[config.mk]
export PLATFORM = sky130hd
export DESIGN_NAME = tcw_ctrl
export DESIGN_NICKNAME = d
export VERILOG_FILES = /design/src/hdl/tcw_pkg.sv /design/src/hdl/tcw_ctrl.sv
export SDC_FILE = /design/constraint.sdc
export NUM_CORES = 1
export LEC_CHECK = 0
export ABC_AREA = 1
export BUFFER_PORTS_ARGS = -buffer_cell sky130_fd_sc_hd__buf_2
export CAP_MARGIN = 20
export CORE_MARGIN = 2
export CORE_UTILIZATION = 25
export DETAILED_ROUTE_END_ITERATION = 7
export GPL_TIMING_DRIVEN = 0
export PLACE_DENSITY = 0.53
export SYNTH_ARGS = -nofsm -noshare
export SYNTH_HDL_FRONTEND = slang
export SYNTH_SLANG_ARGS = --single-unit
[constraint.sdc]
create_clock -name clk -period 1.52 [get_ports clk]
set_clock_uncertainty 0.2 [all_clocks]
set_input_delay 0.304 -clock clk [delete_from_list [all_inputs] [get_ports clk]]
set_output_delay 0.304 -clock clk [all_outputs]
set_load 0.01 [all_outputs]
[src/hdl/tcw_pkg.sv]
// Shared constants, command and status types for the text console writer.
`default_nettype none

package tcw_pkg;

  localparam int COLUMNS = 80;
  localparam int ROWS    = 25;
  localparam int CELLS   = COLUMNS * ROWS;
  localparam int ADDR_W  = $clog2(CELLS);
  localparam int COL_W   = 7;
  localparam int ROW_W   = 5;
  localparam int KIND_W  = 2;
  localparam int CODE_W  = 8;
  localparam int CELL_W  = 16;
  localparam int COLOUR_W = 4;
  localparam int CFG_IDX_W = 2;
  localparam int IN_DATA_W  = 24;
  localparam int OUT_DATA_W = 32;

  localparam logic [KIND_W-1:0] KIND_PUT   = 2'd0;
  localparam logic [KIND_W-1:0] KIND_SET   = 2'd1;
  localparam logic [KIND_W-1:0] KIND_CLEAR = 2'd2;
  localparam logic [KIND_W-1:0] KIND_READ  = 2'd3;

  localparam logic [CFG_IDX_W-1:0] REG_FOREGROUND = 2'd0;
  localparam logic [CFG_IDX_W-1:0] REG_BACKGROUND = 2'd1;

  localparam logic [CODE_W-1:0]   NEWLINE_CODE = 8'd10;
  localparam logic [CODE_W-1:0]   SPACE_CODE   = 8'd32;
  localparam logic [COLOUR_W-1:0] BG_LIMIT     = 4'd7;

  typedef struct packed {
    logic load_item;
    logic put;
    logic newline;
    logic set_pos;
    logic read_cell;
    logic clear_step;
    logic scroll_step;
    logic load_result;
  } ctl_cmd_t;

  typedef struct packed {
    logic [KIND_W-1:0] kind;
    logic              newline;
    logic              last_row;
    logic              in_range;
    logic              sweep_last;
    logic              out_free;
  } ctl_stat_t;

  function automatic logic [ADDR_W-1:0] cell_addr(input logic [ROW_W-1:0] r,
                                                  input logic [COL_W-1:0] c);
    logic [ADDR_W-1:0] base;
    base = ADDR_W'(r) * ADDR_W'(COLUMNS);
    return base + ADDR_W'(c);
  endfunction

endpackage

`default_nettype wire

[src/hdl/tcw_ctrl.sv]
// Controller: sequences each item, the screen sweeps and the result hand-off.
`default_nettype none

module tcw_ctrl (
  input  wire logic               clk,
  input  wire logic               rst,
  input  wire logic               in_valid,
  output logic                    in_ready,
  input  wire tcw_pkg::ctl_stat_t stat,
  output tcw_pkg::ctl_cmd_t       cmd
);
  import tcw_pkg::*;

  localparam logic [2:0] ST_INIT   = 3'd0;
  localparam logic [2:0] ST_IDLE   = 3'd1;
  localparam logic [2:0] ST_EXEC   = 3'd2;
  localparam logic [2:0] ST_READ   = 3'd3;
  localparam logic [2:0] ST_SCROLL = 3'd4;
  localparam logic [2:0] ST_CLEAR  = 3'd5;
  localparam logic [2:0] ST_RESULT = 3'd6;

  logic [2:0] state;
  logic [2:0] state_next;

  assign in_ready = state == ST_IDLE;

  always_comb begin
    cmd        = '0;
    state_next = state;
    case (state)
      ST_INIT: begin
        cmd.clear_step = 1'b1;
        if (stat.sweep_last) begin
          state_next = ST_IDLE;
        end
      end
      ST_IDLE: begin
        if (in_valid) begin
          cmd.load_item = 1'b1;
          state_next    = ST_EXEC;
        end
      end
      ST_EXEC: begin
        case (stat.kind)
          KIND_PUT: begin
            if (stat.newline) begin
              cmd.newline = 1'b1;
              state_next  = stat.last_row ? ST_SCROLL : ST_RESULT;
            end else begin
              cmd.put    = 1'b1;
              state_next = ST_RESULT;
            end
          end
          KIND_SET: begin
            cmd.set_pos = 1'b1;
            state_next  = ST_RESULT;
          end
          KIND_CLEAR: begin
            state_next = ST_CLEAR;
          end
          KIND_READ: begin
            cmd.read_cell = stat.in_range;
            state_next    = ST_READ;
          end
          default: begin
            state_next = ST_RESULT;
          end
        endcase
      end
      ST_READ: begin
        state_next = ST_RESULT;
      end
      ST_SCROLL: begin
        cmd.scroll_step = 1'b1;
        if (stat.sweep_last) begin
          state_next = ST_RESULT;
        end
      end
      ST_CLEAR: begin
        cmd.clear_step = 1'b1;
        if (stat.sweep_last) begin
          state_next = ST_RESULT;
        end
      end
      ST_RESULT: begin
        if (stat.out_free) begin
          cmd.load_result = 1'b1;
          state_next      = ST_IDLE;
        end
      end
      default: begin
        state_next = ST_IDLE;
      end
    endcase
  end

  always_ff @(posedge clk) begin
    if (rst) begin
      state <= ST_INIT;
    end else begin
      state <= state_next;
    end
  end

endmodule

`default_nettype wire

==> impl_metrics.py <==
metrics = {
    "final_layout": {
        "largest_reg_flops": 3,
        "reg_top3": "state: 3 flops",
        "final_area_um2": 621,
        "antenna_cells": 0,
        "nNetsFinal": 109,
        "num-fill-cells": 172,
        "drive_above_1_share_pct": 46.9,
        "final_common_cell": "nand2_1",
        "mostFrequentLayoutCells": "18 x nand2_1, 17 x buf_2, 15 x nor2_1",
        "max_flop_register": "state",
        "areaGrowthSynthToFinish_pct": 64.2,
    },
    "clock_tree": {
        "htree_num_levels": 1,
        "numCtsBuffers": 3,
        "cts_num_sinks": 3,
        "clock_latency_ps": 230,
        "cts_tree": "built",
        "holdBufCountCts": 0,
        "cts.clk_slew.worst_paths_ps": 40,
        "root_buffer": "clkbuf_4",
        "clockBufferDepth": 2,
    },
    "power": {
        "p_comb_share_pct": 70.7,
        "switching_power_w": 0.000547,
        "clkPwrFrac_pct": 11.9,
        "switching_share_pct": 46.8,
        "p_int_w": 0.000623,
        "powerDensity_nw_per_um2": 1890,
        "p_leak_nw": 0.350,
        "ir_drop_mv": 0.828,
        "seq_power_share_pct": 17.4,
    },
    "status": {
        "violations": "negative setup slack",
        "status": "finished with violations",
    },
    "place": {
        "place_ws_ps": -59.5,
        "dpl_cell_area_um2": 488,
        "gp_congestion": 0.800,
        "place_hpwl_um": 715,
        "portBuffers": 18,
    },
    "timing": {
        "tightest_slew_ps": 174,
        "setup_viol": 8,
        "hold_viol": 0,
        "min_period_over_period_pct": 109,
        "min_period_ps": 1660,
        "rsz0062_at_grt": "yes",
        "slew-limit-headroom_pct": 88.3,
        "fmax_mhz": 601,
        "whs_ps": 37.0,
        "worst_slack_ps": -144,
        "fin_setup_tns_ps": -595,
        "slew_viol_final": 0,
    },
    "worst_setup_path": {
        "path_cells": "nor3_4 > inv_2 > nor4_2 > buf_2",
        "endpoint_kind": "output pin",
        "cp_max_fo": 6,
        "rrSetupSlack_ps": 170,
        "arrival_ps": 1160,
        "cp_slowest_stage_delay_ps": 360,
        "rr_startpoint": "state[0]",
        "critPathKind": "flop to output pin",
        "critPathRequiredTime_ps": 1020,
        "r2r_end": "state[1]",
        "cp-start-kind": "flop",
        "crit_path_top_delay_cell": "dfxtp_4",
        "r2r_cells": 8,
    },
    "floorplanning": {
        "die_h_um": 42.9,
        "ioPinCount": 19,
        "initial_utilization_pct": 26.0,
        "coreArea_um2": 1450,
        "die_x_um": 42.9,
        "dieArea_um2": 1840,
        "rows": 14,
    },
    "route": {
        "drt_first_pass_iters": 2,
        "ant_nets": 0,
        "wl_um": 981,
        "num_vias": 505,
        "wl_per_cell_um": 8.61,
        "drcViolationCount": 0,
        "viasPerCell": 4.43,
        "dr.first_iter.drc_count": 3,
    },
    "global_routing": {
        "grt_pass1_wl_um": 1530,
        "gr-usage-all-layers_pct": 11.0,
        "globalRouteOverflowTotal": 0,
        "grt_pass1_vias": 405,
        "grt_max_degree": 9,
        "antenna_found_initial": 0,
    },
    "synthesis": {
        "yosysSeqAreaShare_pct": 15.9,
        "synth_fp_nets": 79,
        "synthCells": 69,
        "yosys_warnings": 0,
        "ys_types": 15,
        "ys_seq_elements": 3,
        "synth_top_area_share_pct": 18.9,
        "synth_area_um2": 378,
        "yosys.area.top_type": "nand2_1",
        "ys_top_cells_by_area": "nand2_1 19%, dfxtp_1 16%, nor2_1 16%",
        "synth.avg_cell_area_um2": 5.48,
    },
    "job": {
        "max-cap-violations": 0,
    },
    "hold_path": {
        "hp-class": "input port to flop",
        "min_path_cells": 2,
        "hp-start": "rst",
        "hold_end": "state[1]",
    },
}
-- area by class of cell --
cell class	count	area [um2]	area share, %
clock buffers	4	26.3	4.23
inverters	13	53.8	8.67
multi-input cells	53	293	47.2
flip-flops and latches	3	71.3	11.5
well taps	16	20.0	3.23
repair buffers	25	156	25.2
-- layer usage --
metal | GRT usage, % | share of wire [%]
met1 | 13.3 | 46
met2 | 17.0 | 47
met3 | 1.28 | 4.0
met4 | 9.38 | 3.1
met5 | 0 | 0
-- how the worst max path moves through the flow --
stage               cells past startpoint  slack [ps]     start  endpoint
floorplan                               4          40  state[1]    cmd[4]
global placement                        5         -70  state[1]    cmd[6]
detailed placement                      5         -60  state[1]    cmd[6]
CTS                                     5        -170  state[1]    cmd[6]
global route                            4        -220  state[2]    cmd[6]
finish                                  4        -140  state[2]    cmd[6]
-- stage by stage --
step                utilization [%]  power [W]  std cells
floorplan                         -   0.000613         69
global placement               33.6   0.000773        103
detailed placement             33.6   0.000769        103
CTS                            39.2    0.00105        110
global route                   42.7    0.00128        114
finish                         42.7    0.00117        114
-- kinds of logic after synthesis --
family / count (synthesis) / share of synthesized area, %
DFF: 3 / 15.9
buffers and inverters: 13 / 12.9
and+or+nand+nor: 48 / 60.9
AOI/OAI and AO/OA: 5 / 10.3
-- power by group through the flow --
| stage | Combinational [W] | Clock (W) | Sequential, W |
|---|---|---|---|
| floorplan | 0.000438 | 0 | 0.000175 |
| global placement | 0.000576 | 0 | 0.000196 |
| detailed placement | 0.000573 | 0 | 0.000196 |
| CTS | 0.000686 | 0.000147 | 0.000218 |
| global route | 0.000912 | 0.000154 | 0.000211 |
| finish | 0.000827 | 0.000139 | 0.000204 |
-- cell usage after synthesis --
cell type and instances:
nor2_2 1, nor2_1 16, nor3_2 1, nand3_2 4
nor4_2 1, nand3_1 3, o21ai_1 1, nor3_1 3
nand2_1 19, o21bai_4 1, inv_1 8, a21oi_1 2
dfxtp_1 3, inv_2 5, o21ai_0 1
-- critical path: cells and delay by family (launching register included) --
family | cells | cell delay, ps
and+or+nand+nor | 2 | 320
buffers and inverters | 2 | 250
DFF | 1 | 360
-- what timing repair did --
action / CTS / global route
setup buffers: 3 / 4
hold endpoints to repair: 0 / 0
pin swaps: 2 / 4
gates resized for setup: 11 / 6
setup endpoints to repair: 9 / 9
No activity file was read; power rests on OpenSTA's default activity.
